[src/two_axis_line_stepper_defines.svh]
// Assertion macros shared by the two-axis line stepper RTL.
`ifndef TWO_AXIS_LINE_STEPPER_DEFINES_SVH
`define TWO_AXIS_LINE_STEPPER_DEFINES_SVH
`ifndef SYNTHESIS
`define TALS_ASSERT(lbl, clk, rst_n, prop) \
  lbl: assert property (@(posedge clk) disable iff (!rst_n) (prop)) \
    else $error("two_axis_line_stepper assertion failed");
`define TALS_ASSERT_IMP(lbl, clk, rst_n, ante, cons) \
  lbl: assert property (@(posedge clk) disable iff (!rst_n) (ante) |-> (cons)) \
    else $error("two_axis_line_stepper assertion failed");
`else
`define TALS_ASSERT(lbl, clk, rst_n, prop)
`define TALS_ASSERT_IMP(lbl, clk, rst_n, ante, cons)
`endif
`endif

[src/tals_pkg.sv]
// Shared types and constants of the two-axis line stepper.
package tals_pkg;

  localparam logic OP_MOVE = 1'b0;
  localparam logic OP_TICK = 1'b1;

  localparam int CFG_IDX_W = 2;
  localparam int CFG_DATA_W = 16;
  localparam logic [CFG_IDX_W-1:0] CFG_STEPS_X  = 2'd0;
  localparam logic [CFG_IDX_W-1:0] CFG_STEPS_Y  = 2'd1;
  localparam logic [CFG_IDX_W-1:0] CFG_TRAVEL_X = 2'd2;
  localparam logic [CFG_IDX_W-1:0] CFG_TRAVEL_Y = 2'd3;

  localparam logic [15:0] RST_STEPS_X  = 16'd10000;
  localparam logic [15:0] RST_STEPS_Y  = 16'd10000;
  localparam logic [15:0] RST_TRAVEL_X = 16'd30000;
  localparam logic [15:0] RST_TRAVEL_Y = 16'd35000;

  localparam int PROD_W = 32;
  localparam int DIV_STEPS = 32;
  localparam int DIV_CNT_W = 5;

  localparam int QDEPTH = 2;
  localparam int QPTR_W = 1;
  localparam int QCNT_W = 2;

  typedef struct packed {
    logic        is_tick;
    logic [15:0] target_x;
    logic [15:0] target_y;
    logic [7:0]  pen;
    logic [15:0] interval;
  } cmd_t;

endpackage

[src/tals_ifs.sv]
// Valid/ready channel interfaces for the stepper's input and result items.
interface tals_in_if;
  logic        valid;
  logic        ready;
  logic        op;
  logic [15:0] target_x;
  logic [15:0] target_y;
  logic [7:0]  pen_setting;
  logic [15:0] interval_ticks;

  modport source (output valid, op, target_x, target_y, pen_setting, interval_ticks,
                  input ready);
  modport sink (input valid, op, target_x, target_y, pen_setting, interval_ticks,
                output ready);
endinterface

interface tals_out_if;
  logic        valid;
  logic        ready;
  logic        step_x;
  logic        step_y;
  logic        dir_x;
  logic        dir_y;
  logic [7:0]  pen_out;
  logic        busy_res;
  logic        done_res;
  logic        rejected;
  logic [15:0] pos_x;
  logic [15:0] pos_y;

  modport source (output valid, step_x, step_y, dir_x, dir_y, pen_out, busy_res,
                  done_res, rejected, pos_x, pos_y, input ready);
  modport sink (input valid, step_x, step_y, dir_x, dir_y, pen_out, busy_res,
                done_res, rejected, pos_x, pos_y, output ready);
endinterface

[src/tals_front.sv]
// Front end: accepts input items, classifies them and hands commands to the queue.
module tals_front (
  input  logic          clk,
  input  logic          rst_n,
  tals_in_if.sink       in_ch,
  output logic          push_valid,
  output tals_pkg::cmd_t push_cmd,
  input  logic          push_ready
);
  import tals_pkg::*;

  logic fr_valid_r;
  cmd_t fr_cmd_r;
  cmd_t cmd_nxt;

  assign in_ch.ready = !fr_valid_r || push_ready;
  assign push_valid  = fr_valid_r;
  assign push_cmd    = fr_cmd_r;

  always_comb begin
    cmd_nxt.is_tick  = (in_ch.op == OP_TICK);
    cmd_nxt.target_x = in_ch.target_x;
    cmd_nxt.target_y = in_ch.target_y;
    cmd_nxt.pen      = in_ch.pen_setting;
    cmd_nxt.interval = (in_ch.interval_ticks == 16'd0) ? 16'd1 : in_ch.interval_ticks;
  end

  always_ff @(posedge clk) begin
    if (!rst_n) begin
      fr_valid_r <= 1'b0;
    end else if (in_ch.valid && in_ch.ready) begin
      fr_valid_r <= 1'b1;
    end else if (push_ready) begin
      fr_valid_r <= 1'b0;
    end
    if (in_ch.valid && in_ch.ready) begin
      fr_cmd_r <= cmd_nxt;
    end
  end

endmodule

[src/tals_queue.sv]
// Two-entry command queue between the front end and the execution back end.
`include "two_axis_line_stepper_defines.svh"
module tals_queue (
  input  logic           clk,
  input  logic           rst_n,
  input  logic           push_valid,
  input  tals_pkg::cmd_t push_cmd,
  output logic           push_ready,
  output logic           pop_valid,
  output tals_pkg::cmd_t pop_cmd,
  input  logic           pop_ready
);
  import tals_pkg::*;

  cmd_t              q_mem [QDEPTH];
  logic [QPTR_W-1:0] wr_ptr_r;
  logic [QPTR_W-1:0] rd_ptr_r;
  logic [QCNT_W-1:0] count_r;
  logic              do_push;
  logic              do_pop;

  assign push_ready = (count_r != QCNT_W'(QDEPTH));
  assign pop_valid  = (count_r != '0);
  assign pop_cmd    = q_mem[rd_ptr_r];
  assign do_push    = push_valid && push_ready;
  assign do_pop     = pop_valid && pop_ready;

  always_ff @(posedge clk) begin
    if (!rst_n) begin
      wr_ptr_r <= '0;
      rd_ptr_r <= '0;
      count_r  <= '0;
    end else begin
      if (do_push) begin
        wr_ptr_r <= wr_ptr_r + QPTR_W'(1);
      end
      if (do_pop) begin
        rd_ptr_r <= rd_ptr_r + QPTR_W'(1);
      end
      unique case ({do_push, do_pop})
        2'b10:   count_r <= count_r + QCNT_W'(1);
        2'b01:   count_r <= count_r - QCNT_W'(1);
        default: count_r <= count_r;
      endcase
    end
    if (do_push) begin
      q_mem[wr_ptr_r] <= push_cmd;
    end
  end

  `TALS_ASSERT(a_q_count_bound, clk, rst_n, count_r <= QCNT_W'(QDEPTH))

endmodule

[src/tals_back.sv]
// Back end: scales move targets with a serial divider and runs the line phases on ticks.
`include "two_axis_line_stepper_defines.svh"
module tals_back #(
  parameter int POS_BITS = 16
) (
  input  logic                           clk,
  input  logic                           rst_n,
  input  logic                           q_valid,
  input  tals_pkg::cmd_t                 q_cmd,
  output logic                           q_pop,
  input  logic                           cfg_we,
  input  logic [tals_pkg::CFG_IDX_W-1:0] cfg_index,
  input  logic [tals_pkg::CFG_DATA_W-1:0] cfg_wdata,
  tals_out_if.source                     out_ch
);
  import tals_pkg::*;

  localparam int EW = POS_BITS + 3;
  localparam int CW = POS_BITS + 1;

  typedef enum logic [1:0] {ST_IDLE, ST_MUL, ST_DIV, ST_FIN} st_t;

  st_t st_r;
  logic [15:0] steps_x_r, steps_y_r, travel_x_r, travel_y_r;

  logic [POS_BITS-1:0] pos_x_r, pos_y_r, dist_x_r, dist_y_r, nx_r, ny_r;
  logic signed [EW-1:0] err_r;
  logic [CW-1:0] cov_x_r, cov_y_r;
  logic pend_x_r, pend_y_r, run_r;
  logic [1:0] dir_r;
  logic [15:0] tick_cnt_r, tick_per_r;
  logic [7:0] pen_r;

  logic out_valid_r, sx_r, sy_r, done_r, rej_r;

  logic [15:0] tgt_x_r, tgt_y_r;
  logic axis_y_r;
  logic [PROD_W-1:0] dvd_r, quo_r;
  logic [16:0] rem_r;
  logic [DIV_CNT_W-1:0] div_cnt_r;

  logic [15:0] mul_a, mul_b, divisor;
  logic [PROD_W-1:0] product;
  logic [16:0] rem_sh, rem_nxt;
  logic rem_ge;
  logic [PROD_W-1:0] quo_nxt;
  logic sat;
  logic [POS_BITS-1:0] scaled;

  logic [16:0] cnt_inc;
  logic expire;
  logic signed [EW:0] e2, dx_s, dyn_s, err_sum;
  logic y_dec, x_dec, complete;
  logic [POS_BITS-1:0] dist_x_nxt, dist_y_nxt;
  logic [1:0] dir_nxt;
  logic [PROD_W-1:0] pos_x_w, pos_y_w;

  assign q_pop = q_valid && (st_r == ST_IDLE) && (!out_valid_r || out_ch.ready);

  always_comb begin
    mul_a   = axis_y_r ? tgt_y_r : tgt_x_r;
    mul_b   = axis_y_r ? steps_y_r : steps_x_r;
    divisor = axis_y_r ? travel_y_r : travel_x_r;
    product = PROD_W'(mul_a) * PROD_W'(mul_b);
    rem_sh  = {rem_r[15:0], dvd_r[PROD_W-1]};
    rem_ge  = rem_sh >= {1'b0, divisor};
    rem_nxt = rem_ge ? (rem_sh - {1'b0, divisor}) : rem_sh;
    quo_nxt = {quo_r[PROD_W-2:0], rem_ge};
    sat     = (divisor == 16'd0) || ((quo_nxt >> POS_BITS) != '0);
    scaled  = sat ? {POS_BITS{1'b1}} : quo_nxt[POS_BITS-1:0];
  end

  always_comb begin
    cnt_inc  = {1'b0, tick_cnt_r} + 17'd1;
    expire   = cnt_inc >= {1'b0, tick_per_r};
    e2       = {err_r, 1'b0};
    dx_s     = $signed({{(EW + 1 - POS_BITS){1'b0}}, dist_x_r});
    dyn_s    = -$signed({{(EW + 1 - POS_BITS){1'b0}}, dist_y_r});
    y_dec    = e2 <= dx_s;
    x_dec    = e2 >= dyn_s;
    err_sum  = {err_r[EW-1], err_r} + (y_dec ? dx_s : '0) + (x_dec ? dyn_s : '0);
    complete = (cov_x_r >= {1'b0, dist_x_r}) && (cov_y_r >= {1'b0, dist_y_r});
  end

  always_comb begin
    dir_nxt    = 2'b00;
    dist_x_nxt = nx_r - pos_x_r;
    dist_y_nxt = ny_r - pos_y_r;
    if (nx_r < pos_x_r) begin
      dir_nxt[0] = 1'b1;
      dist_x_nxt = pos_x_r - nx_r;
    end
    if (ny_r < pos_y_r) begin
      dir_nxt[1] = 1'b1;
      dist_y_nxt = pos_y_r - ny_r;
    end
  end

  always_ff @(posedge clk) begin
    if (!rst_n) begin
      st_r        <= ST_IDLE;
      steps_x_r   <= RST_STEPS_X;
      steps_y_r   <= RST_STEPS_Y;
      travel_x_r  <= RST_TRAVEL_X;
      travel_y_r  <= RST_TRAVEL_Y;
      pos_x_r     <= '0;
      pos_y_r     <= '0;
      dist_x_r    <= '0;
      dist_y_r    <= '0;
      err_r       <= '0;
      cov_x_r     <= '0;
      cov_y_r     <= '0;
      pend_x_r    <= 1'b0;
      pend_y_r    <= 1'b0;
      dir_r       <= 2'b00;
      run_r       <= 1'b0;
      tick_cnt_r  <= '0;
      tick_per_r  <= 16'd1;
      pen_r       <= '0;
      out_valid_r <= 1'b0;
      axis_y_r    <= 1'b0;
    end else begin
      if (cfg_we) begin
        unique case (cfg_index)
          CFG_STEPS_X:  steps_x_r  <= cfg_wdata;
          CFG_STEPS_Y:  steps_y_r  <= cfg_wdata;
          CFG_TRAVEL_X: travel_x_r <= cfg_wdata;
          CFG_TRAVEL_Y: travel_y_r <= cfg_wdata;
        endcase
      end
      if (out_valid_r && out_ch.ready) begin
        out_valid_r <= 1'b0;
      end
      unique case (st_r)
        ST_IDLE: begin
          if (q_pop) begin
            out_valid_r <= 1'b1;
            sx_r        <= 1'b0;
            sy_r        <= 1'b0;
            done_r      <= 1'b0;
            rej_r       <= 1'b0;
            if (!q_cmd.is_tick) begin
              if (run_r) begin
                rej_r <= 1'b1;
              end else begin
                out_valid_r <= 1'b0;
                tgt_x_r     <= q_cmd.target_x;
                tgt_y_r     <= q_cmd.target_y;
                pen_r       <= q_cmd.pen;
                tick_per_r  <= q_cmd.interval;
                tick_cnt_r  <= '0;
                axis_y_r    <= 1'b0;
                st_r        <= ST_MUL;
              end
            end else if (run_r) begin
              if (!expire) begin
                tick_cnt_r <= cnt_inc[15:0];
              end else begin
                tick_cnt_r <= '0;
                if (pend_x_r || pend_y_r) begin
                  if (pend_x_r) begin
                    sx_r     <= 1'b1;
                    pend_x_r <= 1'b0;
                    pos_x_r  <= dir_r[0] ? pos_x_r - POS_BITS'(1) : pos_x_r + POS_BITS'(1);
                  end
                  if (pend_y_r) begin
                    sy_r     <= 1'b1;
                    pend_y_r <= 1'b0;
                    pos_y_r  <= dir_r[1] ? pos_y_r - POS_BITS'(1) : pos_y_r + POS_BITS'(1);
                  end
                end else if (complete) begin
                  run_r  <= 1'b0;
                  done_r <= 1'b1;
                end else begin
                  err_r <= err_sum[EW-1:0];
                  if (y_dec) begin
                    cov_y_r  <= cov_y_r + CW'(1);
                    pend_y_r <= 1'b1;
                  end
                  if (x_dec) begin
                    cov_x_r  <= cov_x_r + CW'(1);
                    pend_x_r <= 1'b1;
                  end
                end
              end
            end
          end
        end
        ST_MUL: begin
          dvd_r     <= product;
          quo_r     <= '0;
          rem_r     <= '0;
          div_cnt_r <= '0;
          st_r      <= ST_DIV;
        end
        ST_DIV: begin
          dvd_r     <= {dvd_r[PROD_W-2:0], 1'b0};
          quo_r     <= quo_nxt;
          rem_r     <= rem_nxt;
          div_cnt_r <= div_cnt_r + DIV_CNT_W'(1);
          if (div_cnt_r == DIV_CNT_W'(DIV_STEPS - 1)) begin
            if (axis_y_r) begin
              ny_r <= scaled;
              st_r <= ST_FIN;
            end else begin
              nx_r     <= scaled;
              axis_y_r <= 1'b1;
              st_r     <= ST_MUL;
            end
          end
        end
        ST_FIN: begin
          dir_r       <= dir_nxt;
          dist_x_r    <= dist_x_nxt;
          dist_y_r    <= dist_y_nxt;
          err_r       <= EW'($signed({3'b000, dist_x_nxt}) - $signed({3'b000, dist_y_nxt}));
          cov_x_r     <= '0;
          cov_y_r     <= '0;
          pend_x_r    <= 1'b0;
          pend_y_r    <= 1'b0;
          run_r       <= 1'b1;
          out_valid_r <= 1'b1;
          sx_r        <= 1'b0;
          sy_r        <= 1'b0;
          done_r      <= 1'b0;
          rej_r       <= 1'b0;
          st_r        <= ST_IDLE;
        end
        default: st_r <= ST_IDLE;
      endcase
    end
  end

  assign pos_x_w         = PROD_W'(pos_x_r);
  assign pos_y_w         = PROD_W'(pos_y_r);
  assign out_ch.valid    = out_valid_r;
  assign out_ch.step_x   = sx_r;
  assign out_ch.step_y   = sy_r;
  assign out_ch.dir_x    = dir_r[0];
  assign out_ch.dir_y    = dir_r[1];
  assign out_ch.pen_out  = pen_r;
  assign out_ch.busy_res = run_r;
  assign out_ch.done_res = done_r;
  assign out_ch.rejected = rej_r;
  assign out_ch.pos_x    = pos_x_w[15:0];
  assign out_ch.pos_y    = pos_y_w[15:0];

  `TALS_ASSERT_IMP(a_pend_needs_run, clk, rst_n, pend_x_r || pend_y_r, run_r)
  `TALS_ASSERT_IMP(a_scale_when_idle, clk, rst_n, st_r != ST_IDLE, !run_r && !out_valid_r)
  `TALS_ASSERT_IMP(a_reject_busy, clk, rst_n, out_valid_r && rej_r, run_r)
  `TALS_ASSERT_IMP(a_start_after_fin, clk, rst_n, $rose(run_r), $past(st_r) == ST_FIN)

endmodule

[src/two_axis_line_stepper.sv]
// A tick passes the front register, queue and result register; one tick per cycle while out_ch is ready.
// A move item occupies the back end through two serial 32-step divisions, one per axis.
// Input items keep flowing into the two-entry queue while a move is being scaled.
// Reset is synchronous and active low; it clears position, line state and queue at once.
// After reset the scale registers hold their default calibration values.
module two_axis_line_stepper #(
  parameter int POS_BITS = 16
) (
  input  logic                            clk,
  input  logic                            rst_n,
  tals_in_if.sink                         in_ch,
  tals_out_if.source                      out_ch,
  input  logic                            cfg_we,
  input  logic [tals_pkg::CFG_IDX_W-1:0]  cfg_index,
  input  logic [tals_pkg::CFG_DATA_W-1:0] cfg_wdata
);
  import tals_pkg::*;

  logic push_valid, push_ready, pop_valid, pop_ready;
  cmd_t push_cmd, pop_cmd;

  tals_front u_front (
    .clk        (clk),
    .rst_n      (rst_n),
    .in_ch      (in_ch),
    .push_valid (push_valid),
    .push_cmd   (push_cmd),
    .push_ready (push_ready)
  );

  tals_queue u_queue (
    .clk        (clk),
    .rst_n      (rst_n),
    .push_valid (push_valid),
    .push_cmd   (push_cmd),
    .push_ready (push_ready),
    .pop_valid  (pop_valid),
    .pop_cmd    (pop_cmd),
    .pop_ready  (pop_ready)
  );

  tals_back #(
    .POS_BITS (POS_BITS)
  ) u_back (
    .clk       (clk),
    .rst_n     (rst_n),
    .q_valid   (pop_valid),
    .q_cmd     (pop_cmd),
    .q_pop     (pop_ready),
    .cfg_we    (cfg_we),
    .cfg_index (cfg_index),
    .cfg_wdata (cfg_wdata),
    .out_ch    (out_ch)
  );

endmodule

[src/flat_wrapper.sv]
// flat-port wrapper written by rule: the top's interface ports become plain ports
module two_axis_line_stepper_flat import tals_pkg::*;
#(
  parameter int POS_BITS = 16
)
  (clk, rst_n, cfg_we, cfg_index, cfg_wdata, in_ch_valid, in_ch_op, in_ch_target_x, in_ch_target_y, in_ch_pen_setting, in_ch_interval_ticks, in_ch_ready, out_ch_valid, out_ch_step_x, out_ch_step_y, out_ch_dir_x, out_ch_dir_y, out_ch_pen_out, out_ch_busy_res, out_ch_done_res, out_ch_rejected, out_ch_pos_x, out_ch_pos_y, out_ch_ready);
  tals_in_if in_ch_i ();
  tals_out_if out_ch_i ();
  input  logic clk;
  input  logic rst_n;
  input  logic cfg_we;
  input  logic [tals_pkg::CFG_IDX_W-1:0] cfg_index;
  input  logic [tals_pkg::CFG_DATA_W-1:0] cfg_wdata;
  input wire logic [$bits(in_ch_i.valid)-1:0] in_ch_valid;
  input wire logic [$bits(in_ch_i.op)-1:0] in_ch_op;
  input wire logic [$bits(in_ch_i.target_x)-1:0] in_ch_target_x;
  input wire logic [$bits(in_ch_i.target_y)-1:0] in_ch_target_y;
  input wire logic [$bits(in_ch_i.pen_setting)-1:0] in_ch_pen_setting;
  input wire logic [$bits(in_ch_i.interval_ticks)-1:0] in_ch_interval_ticks;
  output wire logic [$bits(in_ch_i.ready)-1:0] in_ch_ready;
  output wire logic [$bits(out_ch_i.valid)-1:0] out_ch_valid;
  output wire logic [$bits(out_ch_i.step_x)-1:0] out_ch_step_x;
  output wire logic [$bits(out_ch_i.step_y)-1:0] out_ch_step_y;
  output wire logic [$bits(out_ch_i.dir_x)-1:0] out_ch_dir_x;
  output wire logic [$bits(out_ch_i.dir_y)-1:0] out_ch_dir_y;
  output wire logic [$bits(out_ch_i.pen_out)-1:0] out_ch_pen_out;
  output wire logic [$bits(out_ch_i.busy_res)-1:0] out_ch_busy_res;
  output wire logic [$bits(out_ch_i.done_res)-1:0] out_ch_done_res;
  output wire logic [$bits(out_ch_i.rejected)-1:0] out_ch_rejected;
  output wire logic [$bits(out_ch_i.pos_x)-1:0] out_ch_pos_x;
  output wire logic [$bits(out_ch_i.pos_y)-1:0] out_ch_pos_y;
  input wire logic [$bits(out_ch_i.ready)-1:0] out_ch_ready;
  assign in_ch_i.valid = in_ch_valid;
  assign in_ch_i.op = in_ch_op;
  assign in_ch_i.target_x = in_ch_target_x;
  assign in_ch_i.target_y = in_ch_target_y;
  assign in_ch_i.pen_setting = in_ch_pen_setting;
  assign in_ch_i.interval_ticks = in_ch_interval_ticks;
  assign in_ch_ready = in_ch_i.ready;
  assign out_ch_valid = out_ch_i.valid;
  assign out_ch_step_x = out_ch_i.step_x;
  assign out_ch_step_y = out_ch_i.step_y;
  assign out_ch_dir_x = out_ch_i.dir_x;
  assign out_ch_dir_y = out_ch_i.dir_y;
  assign out_ch_pen_out = out_ch_i.pen_out;
  assign out_ch_busy_res = out_ch_i.busy_res;
  assign out_ch_done_res = out_ch_i.done_res;
  assign out_ch_rejected = out_ch_i.rejected;
  assign out_ch_pos_x = out_ch_i.pos_x;
  assign out_ch_pos_y = out_ch_i.pos_y;
  assign out_ch_i.ready = out_ch_ready;
  two_axis_line_stepper #(.POS_BITS(POS_BITS)) u_core (.clk(clk), .rst_n(rst_n), .in_ch(in_ch_i), .out_ch(out_ch_i), .cfg_we(cfg_we), .cfg_index(cfg_index), .cfg_wdata(cfg_wdata));
endmodule
[config.mk]
export PLATFORM = sky130hd
export DESIGN_NAME = two_axis_line_stepper_flat
export DESIGN_NICKNAME = d
export VERILOG_FILES = /design/src/tals_pkg.sv /design/src/tals_ifs.sv /design/src/tals_front.sv /design/src/tals_queue.sv /design/src/tals_back.sv /design/src/two_axis_line_stepper.sv /design/src/flat_wrapper.sv
export VERILOG_INCLUDE_DIRS = /design/src /design/src/src
export SDC_FILE = /design/constraint.sdc
export NUM_CORES = 2
export LEC_CHECK = 0
export ABC_AREA = 1
export BUFFER_PORTS_ARGS = -buffer_cell sky130_fd_sc_hd__buf_2
export CORE_UTILIZATION = 57
export DETAILED_ROUTE_END_ITERATION = 8
export PLACE_DENSITY = 0.74
export SKIP_LAST_GASP = 1
export SLEW_MARGIN = 25
export SYNTH_ARGS = -nofsm -noshare
export SYNTH_HDL_FRONTEND = slang
export SYNTH_SLANG_ARGS = --single-unit
[constraint.sdc]
create_clock -name clk -period 7.1 [get_ports clk]
set_input_delay 0.71 -clock clk [delete_from_list [all_inputs] [get_ports clk]]
set_output_delay 0.71 -clock clk [all_outputs]
set_load 0.005 [all_outputs]
* Yosys cells after proc, flatten, opt, wreduce, memory -nomap -nowiden
Memory sizes are Yosys's and may differ from the RTL's. A register that Yosys moved wholly into a read port is not among the register bits.
Index checks and enable logic that the tools add are counted.
** Storage, ports and cells
- Bits in registers :: 444
- Latch bits :: 0
- Bits in writable memories :: 114
- Memory bits (read-only) :: 0
- Memories kept :: 1
** Memory list
- u_core.u_queue.q_mem :: words 2, width 57, rd ports 1, clocked after Yosys merged registers in 1, wr ports 1, RTL line tals_queue.sv:15 : cmd_t q_mem [QDEPTH];
** Cells by class
- Add/sub/neg operators :: 21
- $mul :: 1
- Divide/modulo/power cells :: 0
- Magnitude comparators :: 8
- Eq/ne operators :: 26
- Shifts and indexed selects :: 0
- Multiplexer cells :: 114
- Bitwise logic cells :: 3
- Reduce and logical (&&, ||, !) cells :: 45
** Operators by type and width (count)
- $mux 17 :: 14
- $mux 16 :: 14
- $mux 19 :: 7
- $sub 16x16->16 :: 5
- $ge 17x16->1 :: 4
- $pmux 17 s2 :: 2
- $pmux 32 s2 :: 1
- $pmux 31 s2 :: 1
- $mux 1 :: 56
- $pmux 19 s2 :: 1
- $reduce_and 7->1 :: 5
- $add 17x1->17 const B :: 2
- $add 16x1->16 const B :: 2
- $logic_not 16->1 :: 2
- $lt 16x16->1 :: 2
- $mul 16x16->32 :: 1
- $pmux 16 s2 :: 1
- $reduce_bool 32->1 :: 1
- $sub 16x1->16 const B :: 2
- $ne 2x2->1 const B :: 12
- $ge 20x20->1 :: 1
- $le 20x17->1 :: 1
- $neg 16->20 :: 1
- $reduce_and 4->1 :: 5
- other kinds (28) :: 75

* Logic depth before layout (Yosys ltp)
- Word-level depth :: 11
- Mapped depth :: 39

* Modules after synthesis
Synthesis repeated with hierarchy kept, for this count alone.
** Unflattened totals
- Cell total of the unflattened synthesis :: 4886
- Area, all modules :: 40736.6 um2
** Modules (own cells, without submodules)
- tals_back :: instances 1, cells each 4578, area each 34393.0 um2, sequential area each 9168.8 um2
- tals_queue :: instances 1, cells each 213, area each 4468.0 um2, sequential area each 3523.4 um2
- tals_front :: instances 1, cells each 95, area each 1875.5 um2, sequential area each 1731.7 um2

* Worst setup path after synthesis
No wires, ideal clock.
- Path type :: reg-to-reg
- Start :: register u_core.u_back.axis_y_r
- End :: register u_core.u_back.dvd_r[25], data pin
- Library setup time :: 0.254 ns
- Data arrival time :: 6.266 ns
- Slack :: 0.581 ns
- Cell stages (with the launch flop) :: 30
- Path buffers :: 4
- Clock period less this slack :: 6.519 ns
- Cell sequence :: dfxtp_1 > buf_2 > buf_4 > inv_1 > clkbuf_1 > or2_2 > o21ai_0 > inv_1 > buf_2 > nand2_1 > fa_1 > inv_1 > fa_1 > inv_1 > fa_1 > inv_1 > fa_1 > fa_1 > inv_1 > fa_1 > inv_1 > ha_1 > a21oi_1 > o21ai_0 > a31oi_1 > nand3_1 > a21o_1 > or2_2 > nand3_1 > nand2_1
** On the way
- Cells in the longest elaborated chain, start to end :: 3
- Elaborated cells on any way between the ends :: 4
- Classes of those cells :: mul: 1; mux: 3
** RTL lines
- from (decl) :: RTL line tals_back.sv:37 : logic axis_y_r;
- from (signal assigned) :: RTL line tals_back.sv:121 : axis_y_r <= 1'b0;
- from (signal assigned) :: RTL line tals_back.sv:152 : axis_y_r <= 1'b0;
- from (signal assigned) :: RTL line tals_back.sv:207 : axis_y_r <= 1'b1;
- $mux 16 (on tied branches) :: RTL line tals_back.sv:61, tals_back.sv:62
- $mul 16x16->32 (*) :: RTL line tals_back.sv:64 : product = PROD_W'(mul_a) * PROD_W'(mul_b);
- $pmux 32 s2 (*) :: RTL line tals_back.sv:134 : unique case (st_r)
- to (signal assigned) :: RTL line tals_back.sv:190 : dvd_r <= product;
- to (signal assigned) :: RTL line tals_back.sv:197 : dvd_r <= {dvd_r[PROD_W-2:0], 1'b0};
- to (decl) :: RTL line tals_back.sv:38 : logic [PROD_W-1:0] dvd_r, quo_r;
Every way passes the cells marked *; elsewhere a longest branch is shown, timed or not.
A chain may end at the register's enable or synchronous reset.

* Worst setup path in the final report
Ends and elaborated chain as after synthesis.

==> summary.md <==
| Metric | Value |
|---|---|
| Chip width | 270 um |
| Ant diodes | 0 |
| Vias in the first global route | 31300 |
| Max-slew violation count | 0 |
| Pint | 9390 uW |
| Post-layout nets | about 5700 |
| R2R depth | 24 |
| Termination of the worst setup path | u_core.u_back.dvd_r[25] |
| Main combinational cell family by area after synthesis | adder cells |
| Worst r2r src | u_core.u_back.axis_y_r |
| Main synth FF type | edfxtp_1 |
| Die area | 73000 um^2 |
| Min-Delay Path Class | input pin to flip-flop |
| Average instance area after synthesis | roughly 8.2 um^2 |
| Reg clk slew, reported paths | ~0.060 ns |
| Outcome | completed |
| Pleak | 0.0213 uW |
| RSZ-0062 raised after global routing | true |
| Layout fillers | ~6100 |
| Critical path type | flip-flop to flip-flop |
| Hold Vio Cnt, Final | 0 |
| Root Buffer | clkbuf_16 |
| DIE HEIGHT | 270 um |
| Initial DRC count | about 2800 |
| H-tree Lvls | 2 |
| Clk pwr share | 0.182 |
| EDFF count, synth | roughly 320 |
| Top-area cell type share of the netlist area | 0.237 |
| Reg2reg end | u_core.u_back.dvd_r[25] |
| Post-synth cell types | 66 |
| Synth top area cells | edfxtp_1, dfxtp_1, fa_1 |
| Switch Pwr | 8050 uW |
| First-pass GRT wire length | 167 mm |
| Total wire length | 105 mm |
| Fin area | around 45000 um^2 |
| Area share of fa/ha/maj cells after synthesis | 0.210 |
| Vias/cell | about 5.5 |
| Total number of yosys warnings | 0 |
| Flop pwr share | 0.250 |
| Crit path from | u_core.u_back.axis_y_r |
| Post-layout min period | between 6 and 7 ns |
| Pwr per Cell Area | between 300 and 400 nW/um^2 |
| Multi-input gate area | approximately 23000 um^2 |
| Worst setup EP type | flip-flop |
| Initial antenna violation count | 2 |
| # setup viols final | 0 |
| XOR/XNOR Fraction of Synth Area | 0.0320 |
| Cell taking the most area after synthesis | edfxtp_1 |
| Crit share post-route | 0.969 |
| Largest net degree at the start of global routing | 111 |
| Maxcap violations | 0 |
| Grt ovf | 0 |
| Routed Antenna Nets | 0 |
| Synth Area in Simple Gates | 0.199 |
| Peak VDD IR | between 500 and 600 uV |
| Final Util | 0.635 |
| CP Data Required Time | 7.50 ns |
| Crit path DAT | 7.28 ns |
| Post-DP HPWL | 80.0 mm |
| Non-filler instance count after layout | between 6000 and 7000 |
| Critical path launch point type | flip-flop |
| CTS Sinks | between 500 and 600 |
| Post-Syn Area | approximately 41000 um^2 |
| Final setup TNS | 0 ns |
| Hold path startpoint | in_ch_pen_setting[7] |
| #FFs+latches synth | ~560 |
| TritonCTS buffer count | a little under 60 |
| CTS Hold Bufs | 0 |
| F_max | roughly 150 MHz |
| Pwr Total | ~17000 uW |
| Maximum fanout along the worst path | 28 |
| Post-synthesis mux area share | 0.00146 |
| Rel. slew slack | 0.325 |
| CORE AREA | just over 70000 um^2 |
| DRC Markers | 0 |
| Total Routing Usage GR | 0.285 |
| Sequential fraction of the synthesis area | 0.352 |
| Commonest non-fill, non-tap cells in the layout | nand2_1, inv_1, nor2_1 |
| Clock Skews | between 0.07 and 0.08 ns |
| Cell Rows | just under 100 |
| Post-Place Cell Area | between 40000 and 50000 um^2 |
| Fraction of layout instances using a drive strength above 1 | 0.0956 |
| WL/cell | 17.2 um |
| Clock Latency Late Sink | 0.66 ns |
| Actual slew at the worst max-slew pin | around 1.0 ns |
| Commonest non-fill, non-tap cell in the layout | nand2_1 |
| Syn nets | 5638 |
| FFs w/ async S/R, synth | 0 |
| Worst R2R Setup Slack | 0.22 ns |
| Register Area | ~14000 um^2 |
| Sw Share | 0.461 |
| Io pins | around 130 |
| Initial core utilization | 0.581 |
| Combinational power share | 0.568 |
| Vias | about 33000 |
| Layout area overhead | 9.33% |
| Drt pass-1 iters | 7 |
| Placed cells | 5971 |
| CTS Buffer Depth | 3 |
| CTS tree | done |
| Syn Inst Count | about 5000 |
| Compound-cell area share of the yosys netlist | 0.111 |
| PortBufs | 128 |
| Gpl congestion | 0.988 |
-- worst max-delay path, stage by stage, from the launching register on --
cell and delay (ns):
dfxtp_2 0.34, buf_6 0.32, buf_6 0.30, o21ai_1 0.09
buf_4 0.20, inv_1 0.15, nand2_1 0.09, fa_1 0.49
inv_1 0.05, fa_1 0.46, fa_1 0.52, fa_1 0.52
fa_1 0.56, inv_1 0.06, fa_1 0.53, inv_1 0.04
ha_1 0.36, a21oi_1 0.22, o21ai_0 0.16, a31oi_1 0.29
nand3_2 0.18, a21o_1 0.22, or2_2 0.28, nand3_1 0.07
nand2_1 0.05
-- kinds of logic (layout without fill, tap and decap cells) --
kind of cell             Yosys count  in the layout
XOR/XNOR                         150            150
adder cells (fa/ha/maj)          557            557
AO/OA/AOI/OAI                    811            811
flip-flops                       559            559
multiplexers                       6              6
buffers and inverters            982           1140
AND/OR/NAND/NOR                 1936           1936
-- routing by layer --
metal | share of wire | GRT usage | routed length [um]
met5 | 0.00012 | 0 | 13
met4 | 0.026 | 0.0763 | 2760
met3 | 0.071 | 0.0393 | 7470
met2 | 0.45 | 0.447 | 47000
met1 | 0.45 | 0.414 | 47600
-- layout make-up --
| type | instances | area share |
|---|---|---|
| multi-input combinational | 3460 | 0.509 |
| clock inverter | 27 | 0.00664 |
| inverter | 817 | 0.0690 |
| timing repair buffer | 211 | 0.0289 |
| tap | 940 | 0.0262 |
| sequential | 559 | 0.322 |
| clock buffer | 85 | 0.0388 |
-- sequential cells by signal, summed over array words and instances (netlist names), 17 cells and up, named ones only --
name                     cells
u_core.u_back.cov_x_r       17
u_core.u_back.cov_y_r       17
u_core.u_back.dvd_r         32
u_core.u_back.err_r         19
u_core.u_back.quo_r         31
u_core.u_front.push_cmd     57
u_core.u_queue.q_mem       114
-- repair_timing --
item	4_1_cts	5_1_grt
setup buffers	0	16
gates resized for setup	0	29
setup endpoints to repair	0	15
-- metrics by stage --
step | hold slack, ns | setup slack (ns)
after floorplan | 0.421 | 0.581
after global placement | 0.422 | 0.255
after detailed placement | 0.429 | 0.138
after CTS | 0.184 | 0.0785
after global routing | 0.191 | -0.0151
final | 0.216 | 0.219
-- how the worst min path moves through the flow --
stage	cells past startpoint	endpoint	slack, ns
after floorplan	2	u_core.u_back.steps_y_r[10]	0.42
after global placement	0	u_core.u_queue.q_mem[0][45]	0.42
after detailed placement	0	u_core.u_queue.q_mem[0][37]	0.43
after CTS	1	u_core.u_front.push_cmd[23]	0.18
after global routing	1	u_core.u_front.push_cmd[51]	0.19
final	1	u_core.u_front.push_cmd[23]	0.22
-- cell usage after synthesis (all sizes together), types with 61 or more instances --
library cell / number
dfxtp: 236
edfxtp: 323
o21ai: 316
a21oi: 349
nand2: 1118
xor2: 118
inv: 808
nand4: 62
nor2: 469
clkbuf: 104
ha: 338
buf: 61
fa: 219
nand3: 163
-- power groups by stage --
stage | clock network [uW] | registers (uW) | logic, uW
5_1_grt | 3330 | 4390 | 11300
4_1_cts | 3210 | 4360 | 9780
6_report | 3170 | 4360 | 9900
3_5_place_dp | 0 | 4420 | 9710
3_3_place_gp | 0 | 4420 | 9550
2_1_floorplan | 0 | 4350 | 7440
No activity file was read; power rests on OpenSTA's default activity.
